### src/rtl/kmf_pkg.sv
`timescale 1ns / 1ps
`default_nettype none
// ----------------------------------------------------------------------------
// kmf_pkg
// Shared widths, register indexes, queue item type and the k-mer hash helpers.
// ----------------------------------------------------------------------------
package kmf_pkg;

   localparam int BASE_W         = 8;
   localparam int HASH_W         = 30;
   localparam int POS_W          = 32;
   localparam int KLEN_W         = 4;
   localparam int WLEN_W         = 6;
   localparam int CSR_DATA_W     = 6;
   localparam int CSR_IDX_W      = 1;
   localparam int MAX_KMER       = 15;
   localparam int MAX_WINDOW_DEF = 32;

   localparam logic [CSR_IDX_W-1:0] REG_KMER_LEN   = 1'd0;
   localparam logic [CSR_IDX_W-1:0] REG_WINDOW_LEN = 1'd1;

   localparam logic [KLEN_W-1:0] KMER_LEN_RST   = 4'd15;
   localparam logic [WLEN_W-1:0] WINDOW_LEN_RST = 6'd10;

   localparam logic [BASE_W-1:0] CHAR_C_UP = 8'h43;
   localparam logic [BASE_W-1:0] CHAR_C_LO = 8'h63;
   localparam logic [BASE_W-1:0] CHAR_G_UP = 8'h47;
   localparam logic [BASE_W-1:0] CHAR_G_LO = 8'h67;
   localparam logic [BASE_W-1:0] CHAR_T_UP = 8'h54;
   localparam logic [BASE_W-1:0] CHAR_T_LO = 8'h74;

   typedef logic [HASH_W-1:0] hash_type;

   // one accepted request as handed from the front end to the back end
   typedef struct packed {
      hash_type              key;
      logic [KLEN_W-1:0]     k;
      logic [POS_W-1:0]      p;
      logic                  kmer_ok;
      logic                  seq_start;
   } kmf_item_type;

   function automatic logic [1:0] base_code(input logic [BASE_W-1:0] c);
      logic [1:0] code;
      unique case (c)
         CHAR_C_UP, CHAR_C_LO: code = 2'd1;
         CHAR_G_UP, CHAR_G_LO: code = 2'd2;
         CHAR_T_UP, CHAR_T_LO: code = 2'd3;
         default:              code = 2'd0;
      endcase
      return code;
   endfunction

   // low 2k bits set; k is 1..15
   function automatic hash_type kmer_mask(input logic [KLEN_W-1:0] k);
      hash_type full;
      full = '1;
      return ~(full << {k, 1'b0});
   endfunction

   // All steps run modulo 2^(2k): only the low 30 bits ever matter.
   function automatic hash_type hash_step_a(input hash_type key, input hash_type m);
      hash_type t;
      t = key & m;
      t = (~t + (t << 21)) & m;
      t = t ^ (t >> 24);
      return t;
   endfunction

   function automatic hash_type hash_step_b(input hash_type key, input hash_type m);
      hash_type t;
      t = ((key + (key << 3)) + (key << 8)) & m;
      t = t ^ (t >> 14);
      return t;
   endfunction

   // final key + (key << 31) term vanishes under a mask of 30 bits or less
   function automatic hash_type hash_step_c(input hash_type key, input hash_type m);
      hash_type t;
      t = ((key + (key << 2)) + (key << 4)) & m;
      t = t ^ (t >> 28);
      t = t & m;
      return t;
   endfunction

endpackage
`default_nettype wire

### src/rtl/kmf_if.sv
`timescale 1ns / 1ps
`default_nettype none
// ----------------------------------------------------------------------------
// kmf_req_if / kmf_rsp_if
// Valid/ready channels for base requests and minimizer results.
// ----------------------------------------------------------------------------
interface kmf_req_if;
   import kmf_pkg::*;
   logic              valid;
   logic              ready;
   logic [BASE_W-1:0] base_char;
   logic              seq_start;

   modport source (output valid, output base_char, output seq_start, input ready);
   modport sink   (input valid, input base_char, input seq_start, output ready);
endinterface

interface kmf_rsp_if;
   import kmf_pkg::*;
   logic              valid;
   logic              ready;
   logic [HASH_W-1:0] min_hash;
   logic [POS_W-1:0]  min_pos;

   modport source (output valid, output min_hash, output min_pos, input ready);
   modport sink   (input valid, input min_hash, input min_pos, output ready);
endinterface
`default_nettype wire

### src/rtl/kmf_front.sv
`timescale 1ns / 1ps
`default_nettype none
// ----------------------------------------------------------------------------
// kmf_front
// Takes requests, codes the base, shifts the k-mer and counts positions.
// ----------------------------------------------------------------------------
module kmf_front (
   input  logic                        clock,
   input  logic                        reset,
   kmf_req_if.sink                     req_if,
   input  logic [kmf_pkg::KLEN_W-1:0]  k_eff,
   output logic                        push_valid,
   input  logic                        push_ready,
   output kmf_pkg::kmf_item_type       push_item
);
   import kmf_pkg::*;

   hash_type          shift_ff, shift_in, shift_base;
   logic [POS_W-1:0]  seen_ff, seen_in, seen_base;
   logic [1:0]        code;
   logic [4:0]        ins_pos;
   logic              accept;

   assign req_if.ready = push_ready;
   assign push_valid   = req_if.valid;
   assign accept       = req_if.valid && push_ready;

   always_comb begin
      shift_base = req_if.seq_start ? '0 : shift_ff;
      seen_base  = req_if.seq_start ? '0 : seen_ff;
      code       = base_code(req_if.base_char);
      ins_pos    = {k_eff - 4'd1, 1'b0};
      shift_in   = (shift_base >> 2) | (HASH_W'(code) << ins_pos);
      seen_in    = seen_base + 32'd1;

      push_item.key       = shift_in;
      push_item.k         = k_eff;
      push_item.p         = seen_in - POS_W'(k_eff);
      push_item.kmer_ok   = seen_in >= POS_W'(k_eff);
      push_item.seq_start = req_if.seq_start;
   end

   always_ff @(posedge clock) begin
      if (reset) begin
         shift_ff <= '0;
         seen_ff  <= '0;
      end else if (accept) begin
         shift_ff <= shift_in;
         seen_ff  <= seen_in;
      end
   end

endmodule
`default_nettype wire

### src/rtl/kmf_queue.sv
`timescale 1ns / 1ps
`default_nettype none
// ----------------------------------------------------------------------------
// kmf_queue
// Two-entry queue decoupling the front end from the back end.
// ----------------------------------------------------------------------------
module kmf_queue (
   input  logic                   clock,
   input  logic                   reset,
   input  logic                   push_valid,
   output logic                   push_ready,
   input  kmf_pkg::kmf_item_type  push_item,
   output logic                   pop_valid,
   input  logic                   pop_ready,
   output kmf_pkg::kmf_item_type  pop_item
);
   import kmf_pkg::*;

   localparam logic [1:0] FULL_COUNT = 2'd2;

   kmf_item_type entries_ff [2];
   logic         wr_ptr_ff, rd_ptr_ff;
   logic [1:0]   count_ff, count_in;
   logic         push, pop;

   assign push_ready = count_ff != FULL_COUNT;
   assign pop_valid  = count_ff != 2'd0;
   assign pop_item   = entries_ff[rd_ptr_ff];
   assign push       = push_valid && push_ready;
   assign pop        = pop_valid && pop_ready;
   assign count_in   = count_ff + {1'b0, push} - {1'b0, pop};

   always_ff @(posedge clock) begin
      if (reset) begin
         wr_ptr_ff <= 1'b0;
         rd_ptr_ff <= 1'b0;
         count_ff  <= 2'd0;
      end else begin
         if (push) wr_ptr_ff <= ~wr_ptr_ff;
         if (pop)  rd_ptr_ff <= ~rd_ptr_ff;
         count_ff <= count_in;
      end
   end

   always_ff @(posedge clock) begin
      if (push) entries_ff[wr_ptr_ff] <= push_item;
   end

   a_count_bound: assert property (@(posedge clock) disable iff (reset)
      count_ff <= FULL_COUNT) else $error("queue count overflow");

   a_ptr_empty: assert property (@(posedge clock) disable iff (reset)
      (count_ff == 2'd0 || count_ff == FULL_COUNT) |-> (wr_ptr_ff == rd_ptr_ff))
      else $error("queue pointers out of step with count");

endmodule
`default_nettype wire

### src/rtl/kmf_back.sv
`timescale 1ns / 1ps
`default_nettype none
// ----------------------------------------------------------------------------
// kmf_back
// Hashes each k-mer, stores it in the window memory, scans a full window for
// its minimum and decides whether to emit a result.
// ----------------------------------------------------------------------------
module kmf_back #(
   parameter  int MAX_WINDOW = kmf_pkg::MAX_WINDOW_DEF,
   localparam int WIN_IDX_W  = (MAX_WINDOW > 1) ? $clog2(MAX_WINDOW) : 1,
   localparam int WIN_CNT_W  = $clog2(MAX_WINDOW + 1)
) (
   input  logic                   clock,
   input  logic                   reset,
   input  logic                   pop_valid,
   output logic                   pop_ready,
   input  kmf_pkg::kmf_item_type  pop_item,
   input  logic [WIN_CNT_W-1:0]   w_eff,
   kmf_rsp_if.source              rsp_if
);
   import kmf_pkg::*;

   typedef enum logic [5:0] {
      S_IDLE   = 6'b000001,
      S_HASH_A = 6'b000010,
      S_HASH_B = 6'b000100,
      S_HASH_C = 6'b001000,
      S_SCAN   = 6'b010000,
      S_DECIDE = 6'b100000
   } back_state_type;

   back_state_type        state_ff, state_in;
   kmf_item_type          item_ff, item_in;
   hash_type              hash_ff, hash_in;
   hash_type              min_ff, min_in;
   logic [WIN_CNT_W-1:0]  cnt_ff, cnt_in;
   logic                  rd_vld_ff, rd_vld_in;
   hash_type              rd_data_ff;
   hash_type              mem_ff [MAX_WINDOW];
   logic [WIN_IDX_W-1:0]  slot_ff, slot_in, slot_cur, slot_nxt;
   logic [WIN_CNT_W-1:0]  slot_inc;
   hash_type              last_hash_ff, last_hash_in;
   logic [POS_W-1:0]      last_pos_ff, last_pos_in;
   logic                  rsp_valid_ff, rsp_valid_in;
   hash_type              rsp_hash_ff, rsp_hash_in;
   logic [POS_W-1:0]      rsp_pos_ff, rsp_pos_in;

   hash_type              mask, hash_fin, fold_min;
   logic                  issue, rd_en, mem_we, need_emit, out_free, in_window;
   logic [WIN_IDX_W-1:0]  rd_addr;

   assign pop_ready       = state_ff == S_IDLE;
   assign rsp_if.valid    = rsp_valid_ff;
   assign rsp_if.min_hash = rsp_hash_ff;
   assign rsp_if.min_pos  = rsp_pos_ff;

   always_comb begin
      mask      = kmer_mask(item_ff.k);
      hash_fin  = hash_step_c(hash_ff, mask);
      // slot past a shrunken window restarts at zero
      slot_cur  = (WIN_CNT_W'(slot_ff) >= w_eff) ? '0 : slot_ff;
      slot_inc  = WIN_CNT_W'(slot_cur) + WIN_CNT_W'(1);
      slot_nxt  = (slot_inc >= w_eff) ? '0 : slot_inc[WIN_IDX_W-1:0];
      issue     = cnt_ff < w_eff;
      rd_en     = (state_ff == S_SCAN) && issue;
      rd_addr   = cnt_ff[WIN_IDX_W-1:0];
      mem_we    = state_ff == S_HASH_C;
      fold_min  = (rd_data_ff < min_ff) ? rd_data_ff : min_ff;
      need_emit = (min_ff != last_hash_ff) ||
                  ((item_ff.p - last_pos_ff) >= POS_W'(w_eff));
      out_free  = !rsp_valid_ff || rsp_if.ready;
      in_window = item_ff.p >= (POS_W'(w_eff) - 32'd1);
   end

   always_comb begin
      state_in     = state_ff;
      item_in      = item_ff;
      hash_in      = hash_ff;
      min_in       = min_ff;
      cnt_in       = cnt_ff;
      rd_vld_in    = 1'b0;
      slot_in      = slot_ff;
      last_hash_in = last_hash_ff;
      last_pos_in  = last_pos_ff;
      rsp_valid_in = rsp_valid_ff && !rsp_if.ready;
      rsp_hash_in  = rsp_hash_ff;
      rsp_pos_in   = rsp_pos_ff;

      unique case (state_ff)
         S_IDLE: begin
            if (pop_valid) begin
               item_in = pop_item;
               if (pop_item.seq_start) begin
                  slot_in      = '0;
                  last_hash_in = '0;
                  last_pos_in  = '0;
               end
               if (pop_item.kmer_ok) state_in = S_HASH_A;
            end
         end
         S_HASH_A: begin
            hash_in  = hash_step_a(item_ff.key, mask);
            state_in = S_HASH_B;
         end
         S_HASH_B: begin
            hash_in  = hash_step_b(hash_ff, mask);
            state_in = S_HASH_C;
         end
         S_HASH_C: begin
            hash_in = hash_fin;
            slot_in = slot_nxt;
            if (in_window) begin
               min_in   = '1;
               cnt_in   = '0;
               state_in = S_SCAN;
            end else begin
               state_in = S_IDLE;
            end
         end
         S_SCAN: begin
            if (rd_vld_ff) min_in = fold_min;
            rd_vld_in = issue;
            if (issue) cnt_in = cnt_ff + WIN_CNT_W'(1);
            else       state_in = S_DECIDE;
         end
         S_DECIDE: begin
            if (!need_emit) begin
               state_in = S_IDLE;
            end else if (out_free) begin
               rsp_valid_in = 1'b1;
               rsp_hash_in  = min_ff;
               rsp_pos_in   = item_ff.p;
               last_hash_in = min_ff;
               last_pos_in  = item_ff.p;
               state_in     = S_IDLE;
            end
         end
         default: state_in = S_IDLE;
      endcase
   end

   always_ff @(posedge clock) begin
      if (reset) begin
         state_ff     <= S_IDLE;
         cnt_ff       <= '0;
         rd_vld_ff    <= 1'b0;
         slot_ff      <= '0;
         last_hash_ff <= '0;
         last_pos_ff  <= '0;
         rsp_valid_ff <= 1'b0;
      end else begin
         state_ff     <= state_in;
         cnt_ff       <= cnt_in;
         rd_vld_ff    <= rd_vld_in;
         slot_ff      <= slot_in;
         last_hash_ff <= last_hash_in;
         last_pos_ff  <= last_pos_in;
         rsp_valid_ff <= rsp_valid_in;
      end
   end

   always_ff @(posedge clock) begin
      item_ff     <= item_in;
      hash_ff     <= hash_in;
      min_ff      <= min_in;
      rsp_hash_ff <= rsp_hash_in;
      rsp_pos_ff  <= rsp_pos_in;
   end

   // window memory: one write port, one registered read port
   always_ff @(posedge clock) begin
      if (mem_we) mem_ff[slot_cur] <= hash_fin;
      if (rd_en)  rd_data_ff <= mem_ff[rd_addr];
   end

   a_scan_bound: assert property (@(posedge clock) disable iff (reset)
      (state_ff == S_SCAN) |-> (cnt_ff <= w_eff))
      else $error("window scan ran past the window");

   a_rd_follows_issue: assert property (@(posedge clock) disable iff (reset)
      rd_vld_ff |-> ($past(rd_en) && state_ff == S_SCAN))
      else $error("read data flagged without a scan read");

   a_emit_tracks_last: assert property (@(posedge clock) disable iff (reset)
      (state_ff == S_DECIDE && need_emit && out_free) |=>
      (rsp_valid_ff && rsp_hash_ff == last_hash_ff && rsp_pos_ff == last_pos_ff))
      else $error("emitted result and last minimizer disagree");

endmodule
`default_nettype wire

### src/rtl/kmer_minimizer_stream_top.sv
`timescale 1ns / 1ps
`default_nettype none
// ----------------------------------------------------------------------------
// kmer_minimizer_stream_top
// Window minimizers over a nucleotide stream, one base per request.
// ----------------------------------------------------------------------------
// Each request carries one ASCII base; the block hashes the k-mer starting at
// every position, keeps the last window_len hashes and reports the window
// minimum, with the position of the newest k-mer, whenever it changes or
// window_len positions have passed since the previous report. The front end
// takes a request every cycle until its two-entry queue fills. The back end
// just pops a request that completes no k-mer; one whose position is still
// before the first full window passes the hash states S_HASH_A, S_HASH_B and
// S_HASH_C and is stored; any other then also scans the window memory over
// its single read port, one entry per cycle, and ends in a decision state.
// The scan sets the sustained rate. A finished result sits in an output
// register, so the back end keeps working while the result waits; it stalls
// only when a second result is ready before the first is taken.
// Configuration: csr index 0 is kmer_len (only the low four bits of a write
// are kept; 0 acts as 1), index 1 is window_len (0 acts as 1, above
// MAX_WINDOW acts as MAX_WINDOW). Write registers only while idle. Window
// entries never written since reset are not defined; a sequence must fill the window before its minimum is read.
// ----------------------------------------------------------------------------
module kmer_minimizer_stream_top #(
   parameter  int MAX_WINDOW = kmf_pkg::MAX_WINDOW_DEF,
   localparam int WIN_CNT_W  = $clog2(MAX_WINDOW + 1)
) (
   input  logic                            clock,
   input  logic                            reset,
   input  logic                            csr_we,
   input  logic [kmf_pkg::CSR_IDX_W-1:0]   csr_index,
   input  logic [kmf_pkg::CSR_DATA_W-1:0]  csr_wdata,
   kmf_req_if.sink                         req_if,
   kmf_rsp_if.source                       rsp_if
);
   import kmf_pkg::*;

   // configuration registers, kept as written
   logic [KLEN_W-1:0]     kmer_len_ff;
   logic [WLEN_W-1:0]     window_len_ff;

   // clamped values used by the datapath
   logic [KLEN_W-1:0]     k_eff;
   logic [WIN_CNT_W-1:0]  w_eff;

   // front end to queue, queue to back end
   logic                  push_valid, push_ready;
   kmf_item_type          push_item;
   logic                  pop_valid, pop_ready;
   kmf_item_type          pop_item;

   always_ff @(posedge clock) begin
      if (reset) begin
         kmer_len_ff   <= KMER_LEN_RST;
         window_len_ff <= WINDOW_LEN_RST;
      end else if (csr_we) begin
         unique case (csr_index)
            REG_KMER_LEN:   kmer_len_ff   <= csr_wdata[KLEN_W-1:0];
            REG_WINDOW_LEN: window_len_ff <= csr_wdata[WLEN_W-1:0];
         endcase
      end
   end

   always_comb begin
      priority if (kmer_len_ff == '0)            k_eff = KLEN_W'(1);
      else if (int'(kmer_len_ff) > MAX_KMER)     k_eff = KLEN_W'(MAX_KMER);
      else                                       k_eff = kmer_len_ff;

      priority if (window_len_ff == '0)          w_eff = WIN_CNT_W'(1);
      else if (int'(window_len_ff) > MAX_WINDOW) w_eff = WIN_CNT_W'(MAX_WINDOW);
      else                                       w_eff = WIN_CNT_W'(window_len_ff);
   end

   // base coding, k-mer shift register and position count
   kmf_front u_front (
      .clock      (clock),
      .reset      (reset),
      .req_if     (req_if),
      .k_eff      (k_eff),
      .push_valid (push_valid),
      .push_ready (push_ready),
      .push_item  (push_item)
   );

   kmf_queue u_queue (
      .clock      (clock),
      .reset      (reset),
      .push_valid (push_valid),
      .push_ready (push_ready),
      .push_item  (push_item),
      .pop_valid  (pop_valid),
      .pop_ready  (pop_ready),
      .pop_item   (pop_item)
   );

   // hash, window memory, minimum scan and result register
   kmf_back #(
      .MAX_WINDOW (MAX_WINDOW)
   ) u_back (
      .clock      (clock),
      .reset      (reset),
      .pop_valid  (pop_valid),
      .pop_ready  (pop_ready),
      .pop_item   (pop_item),
      .w_eff      (w_eff),
      .rsp_if     (rsp_if)
   );

endmodule
`default_nettype wire
### src/flat_wrapper.sv
// flat-port wrapper written by rule: the top's interface ports become plain ports
module kmer_minimizer_stream_top_flat import kmf_pkg::*;
#(
   parameter  int MAX_WINDOW = kmf_pkg::MAX_WINDOW_DEF,
   localparam int WIN_CNT_W  = $clog2(MAX_WINDOW + 1)
)
  (clock, reset, csr_we, csr_index, csr_wdata, req_if_valid, req_if_base_char, req_if_seq_start, req_if_ready, rsp_if_valid, rsp_if_min_hash, rsp_if_min_pos, rsp_if_ready);
  kmf_req_if req_if_i ();
  kmf_rsp_if rsp_if_i ();
  input  logic clock;
  input  logic reset;
  input  logic csr_we;
  input  logic [kmf_pkg::CSR_IDX_W-1:0] csr_index;
  input  logic [kmf_pkg::CSR_DATA_W-1:0] csr_wdata;
  input wire logic [$bits(req_if_i.valid)-1:0] req_if_valid;
  input wire logic [$bits(req_if_i.base_char)-1:0] req_if_base_char;
  input wire logic [$bits(req_if_i.seq_start)-1:0] req_if_seq_start;
  output wire logic [$bits(req_if_i.ready)-1:0] req_if_ready;
  output wire logic [$bits(rsp_if_i.valid)-1:0] rsp_if_valid;
  output wire logic [$bits(rsp_if_i.min_hash)-1:0] rsp_if_min_hash;
  output wire logic [$bits(rsp_if_i.min_pos)-1:0] rsp_if_min_pos;
  input wire logic [$bits(rsp_if_i.ready)-1:0] rsp_if_ready;
  assign req_if_i.valid = req_if_valid;
  assign req_if_i.base_char = req_if_base_char;
  assign req_if_i.seq_start = req_if_seq_start;
  assign req_if_ready = req_if_i.ready;
  assign rsp_if_valid = rsp_if_i.valid;
  assign rsp_if_min_hash = rsp_if_i.min_hash;
  assign rsp_if_min_pos = rsp_if_i.min_pos;
  assign rsp_if_i.ready = rsp_if_ready;
  kmer_minimizer_stream_top #(.MAX_WINDOW(MAX_WINDOW)) u_core (.clock(clock), .reset(reset), .csr_we(csr_we), .csr_index(csr_index), .csr_wdata(csr_wdata), .req_if(req_if_i), .rsp_if(rsp_if_i));
endmodule
### config.mk
export PLATFORM = sky130hd
export DESIGN_NAME = kmer_minimizer_stream_top_flat
export DESIGN_NICKNAME = d
export VERILOG_FILES = /design/src/rtl/kmf_pkg.sv /design/src/rtl/kmf_if.sv /design/src/rtl/kmf_front.sv /design/src/rtl/kmf_queue.sv /design/src/rtl/kmf_back.sv /design/src/rtl/kmer_minimizer_stream_top.sv /design/src/flat_wrapper.sv
export SDC_FILE = /design/constraint.sdc
export NUM_CORES = 2
export LEC_CHECK = 0
export BUFFER_PORTS_ARGS = -buffer_cell sky130_fd_sc_hd__buf_2
export CAP_MARGIN = 5
export CORE_UTILIZATION = 45
export CTS_CLUSTER_DIAMETER = 200
export DETAILED_ROUTE_END_ITERATION = 12
export HOLD_SLACK_MARGIN = 0.12
export PLACE_DENSITY_LB_ADDON = 0.12
export SKIP_CTS_REPAIR_TIMING = 1
export SYNTH_ARGS = -nofsm -noshare
export SYNTH_HDL_FRONTEND = slang
export SYNTH_SLANG_ARGS = --single-unit
### constraint.sdc
create_clock -name clock -period 6.91 [get_ports clock]
set_input_delay 0.3455 -clock clock [delete_from_list [all_inputs] [get_ports clock]]
set_output_delay 0.3455 -clock clock [all_outputs]
set_load 0.005 [all_outputs]
==> results.py <==
metrics = {
    "status": {
        "outcome": "finished clean",
    },
    "sta": {
        "finalCritPeriodShare": 0.751,
        "rsz0062_at_grt": "false",
        "finalSetupViolCount": 0,
        "max_freq_mhz": 193,
        "finClkSkew_ns": 0.0309,
        "worst_slew_pin_slew_ns": 1.21,
        "hold_violations": 0,
        "maxSlewViolCount": 0,
        "relSlewSlack": 0.192,
        "period_needed_ns": 5.19,
        "tns_ns": 0,
    },
    "min_path": {
        "hp-class": "in2reg",
    },
    "clock_network": {
        "h-tree-depth": 4,
        "worstSkewPairLatency_ns": 0.80,
        "cts_sinks": 1470,
        "cts-buffers-inserted": 154,
        "cts_buffer_depth": 3,
        "path_clk_slew_ns": 0.06,
        "cts_root_buffer": "clkbuf_16",
        "cts_tree": "done",
    },
    "global_route": {
        "overflow": 0,
        "first_global_vias": 36800,
        "grtUsageTotal": 0.227,
        "grt_max_degree": 138,
        "grt_pass1_wl_um": 245000,
        "antenna_found_initial": 2,
    },
    "route": {
        "viasPerCell": 5.79,
        "drc": 0,
        "routed_wl_um": 168000,
        "postRouteAntennaNets": 0,
        "drt_pre_antenna_iters": 5,
        "drtIter0Drc": 3599,
        "wl_per_cell_um": 26.2,
        "vias": 37200,
    },
    "run": {
        "drv_cap": 0,
    },
    "die": {
        "initial_core_util": 0.454,
        "core.rowCount": 140,
        "dieArea_mm2": 0.149,
        "dieHeight_um": 386,
        "core_area_mm2": 0.146,
        "die_x_um": 386,
        "ioPinCount": 85,
    },
    "layout": {
        "drive_gt1_frac": 0.208,
        "final_nets": 4640,
        "syn_to_final_growth_pct": 12.5,
    },
    "power": {
        "total_power_mw": 23.5,
        "switching_power_mw": 6.69,
        "p_per_area_mw_per_mm2": 316,
        "power_frac_comb": 0.176,
        "leakagePower_nw": 24.5,
        "p_seq_frac": 0.477,
        "cellInternalPower_mw": 16.9,
        "pwr-share-clk": 0.347,
        "p_sw_frac": 0.284,
        "peakVddDrop_mv": 0.218,
    },
    "logic_synthesis": {
        "netlist-cell-type-count": 92,
        "synth_edf_count": 1314,
        "postSynthCellCount": 4234,
        "ys_ff_latch": 1470,
        "synth_fp_nets": 4497,
        "postSynthAreaPerCell_um2": 15.7,
        "ys_async_sr_fraction": 0,
        "ys_seq_area_frac": 0.642,
        "yosys_warnings": 0,
        "ys.flop_type": "edfxtp_1",
        "syn_area_mm2": 0.0663,
    },
    "critical_path": {
        "path_buf_inv": 3,
        "slowest_stage": "a21oi_1",
        "cpMostUsedCell": "a21o_1",
        "required_ns": 7.40,
        "cp_max_fo": 30,
        "cpPeakStageDelay_ns": 0.44,
        "start_kind": "flip-flop",
        "critical_path_class": "reg2reg",
        "path_cells": "nor4_1, or2_2, and2_1, inv_1, ha_1, nand3_1, buf_4, ha_1, a21o_1, a21o_1, a21o_1, a21o_1, a21o_1, a21o_1, a221o_1, a21oi_1, nor2_1, or3_1, buf_4",
        "endpoint_kind": "flip-flop",
        "arrival_ns": 5.68,
        "critPathTopFamily": "compound AO/OA/AOI/OAI gates",
    },
    "placed_design": {
        "portBuffers": 83,
        "place_congestion": 0.849,
        "dpl.hpwl_um": 107000,
    },
}
[cells in the final DEF, fill, tap and decap left out, types with 32 or more instances in the layout]
| cell | instances |
|---|---|
| clkbuf_1 | 32 |
| a21oi_1 | 134 |
| mux2_2 | 96 |
| nand2_1 | 206 |
| dfxtp_1 | 150 |
| inv_1 | 138 |
| o22ai_1 | 37 |
| a211oi_1 | 47 |
| nor2_1 | 173 |
| o21ai_0 | 92 |
| nand2b_1 | 95 |
| ha_1 | 191 |
| buf_4 | 88 |
| clkbuf_16 | 155 |
| xnor2_1 | 90 |
| nor2_4 | 36 |
| nand3_1 | 66 |
| mux4_2 | 300 |
| nor3_1 | 62 |
| a21o_1 | 61 |
| xor2_1 | 88 |
| or2_2 | 42 |
| edfxtp_1 | 1314 |
| nand3b_1 | 73 |
| fa_1 | 51 |
| buf_2 | 82 |
| nand4_1 | 34 |
| mux2i_1 | 71 |
[stage by stage]
stage	instances	hold WS, ns	area, um2	utilization	setup slack [ns]
after CTS	6413	-0.131	74500	0.511	1.67
after detailed placement	6128	0.451	69500	0.476	1.70
final	6424	0.0872	74600	0.511	1.72
after global routing	6423	0.125	74600	0.511	1.35
after floorplan	4234	0.436	66300	-	0.916
after global placement	6128	0.445	69500	0.476	1.79
[Yosys cell counts (all sizes together), types with 7 or more instances]
library cell | number | area, um2
edfxtp | 1314 | 39500
mux4 | 300 | 6760
nor2 | 223 | 837
nand2 | 206 | 773
ha | 191 | 2390
clkbuf | 159 | 597
dfxtp | 156 | 3120
inv | 140 | 526
a21oi | 135 | 676
o21ai | 98 | 490
mux2 | 96 | 1080
nand2b | 96 | 608
xnor2 | 91 | 805
xor2 | 88 | 771
nand3b | 74 | 559
mux2i | 72 | 721
nor3 | 70 | 388
nand3 | 67 | 340
a21o | 61 | 458
fa | 51 | 1020
a211oi | 48 | 360
or2 | 43 | 269
buf | 39 | 215
o22ai | 37 | 231
nand4 | 34 | 213
and2 | 30 | 188
nor2b | 29 | 181
and3 | 24 | 150
nor4 | 23 | 150
o211ai | 20 | 150
a31oi | 19 | 119
o21a | 17 | 128
nor3b | 13 | 97.6
o31ai | 11 | 82.6
or3 | 11 | 73.8
or4 | 10 | 78.8
o21bai | 9 | 67.6
a21boi | 8 | 60.1
a22oi | 8 | 60.1
and4 | 7 | 61.3
o221ai | 7 | 61.3
[layer usage]
metal | track usage | share of wire | routed length [um]
met1 | 0.320 | 0.44 | 74300
met5 | 0 | 0 | 0
met2 | 0.363 | 0.48 | 80200
met3 | 0.0393 | 0.060 | 10100
met4 | 0.0588 | 0.021 | 3510
[final cells by class]
type | count | area, um2
Fill cell | 12100 | 71300
Sequential cell | 1470 | 42600
Multi-Input combinational cell | 2425 | 22800
Clock buffer | 195 | 4110
Tap cell | 1917 | 2400
Timing Repair Buffer | 185 | 1260
Clock inverter | 90 | 926
Inverter | 141 | 529
Antenna cell | 1 | 2.50
[flip-flops by register name, indices dropped and copies added, names as in the netlist, 4 cells and up, named ones only]
signal and count:
u_core.u_back.rsp_if.min_pos 32, u_core.u_back.hash_ff 30, u_core.u_back.last_hash_ff 30, u_core.window_len_ff 6, u_core.u_back.cnt_ff 6, u_core.u_queue.entries_ff 136, u_core.u_back.min_ff 30, u_core.kmer_len_ff 4
u_core.u_back.item_ff 66, u_core.u_back.mem_ff 960, u_core.u_back.state_ff 6, u_core.u_front.seen_ff 32, u_core.u_back.last_pos_ff 32, u_core.u_front.shift_ff 28, u_core.u_back.rsp_if.min_hash 30, u_core.u_back.slot_ff 5
u_core.u_back.rd_data_ff 30
[final timing paths]
check                           slack [ns]                        start  cells after the start                           to
worst max-delay path                  1.72      u_core.window_len_ff[2]                     19     u_core.u_back.min_ff[21]
worst min register to register        0.46  u_core.u_front.shift_ff[20]                      2  u_core.u_front.shift_ff[20]
worst max register to register        1.72      u_core.window_len_ff[2]                     19     u_core.u_back.min_ff[21]
worst min-delay path                  0.09                        reset                      2    u_core.u_back.state_ff[2]
[worst reg2reg max path: cells and delay by family, from the launching register on]
kind	cells	cell delay, ns
simple gates	6	1.52
buf+inv	3	0.67
fa+ha+maj	2	0.54
flops	1	0.34
compound gates	8	1.79
[power by group through the flow]
stage	Sequential [mW]	Clock (mW)	Combinational [mW]
4_1_cts	11.2	8.34	4.16
6_report	11.2	8.17	4.15
3_5_place_dp	11.4	0	4.14
5_1_grt	11.3	8.66	4.57
3_3_place_gp	11.4	0	4.09
2_1_floorplan	11.2	0	2.77
[cells by family (layout without fill, tap and decap cells)]
logic type               after synthesis  count (layout)  share of synthesized area
flip-flops                          1470            1470                      0.642
buffers and inverters                339             611                     0.0202
adder cells (fa/ha/maj)              242             242                     0.0514
AND/OR/NAND/NOR                      980             980                     0.0781
other                                  1               2                  0.0000566
AO/OA/AOI/OAI                        555             555                     0.0552
multiplexers                         468             468                      0.129
XOR/XNOR                             179             179                     0.0238
No activity file was read; power rests on OpenSTA's default activity.
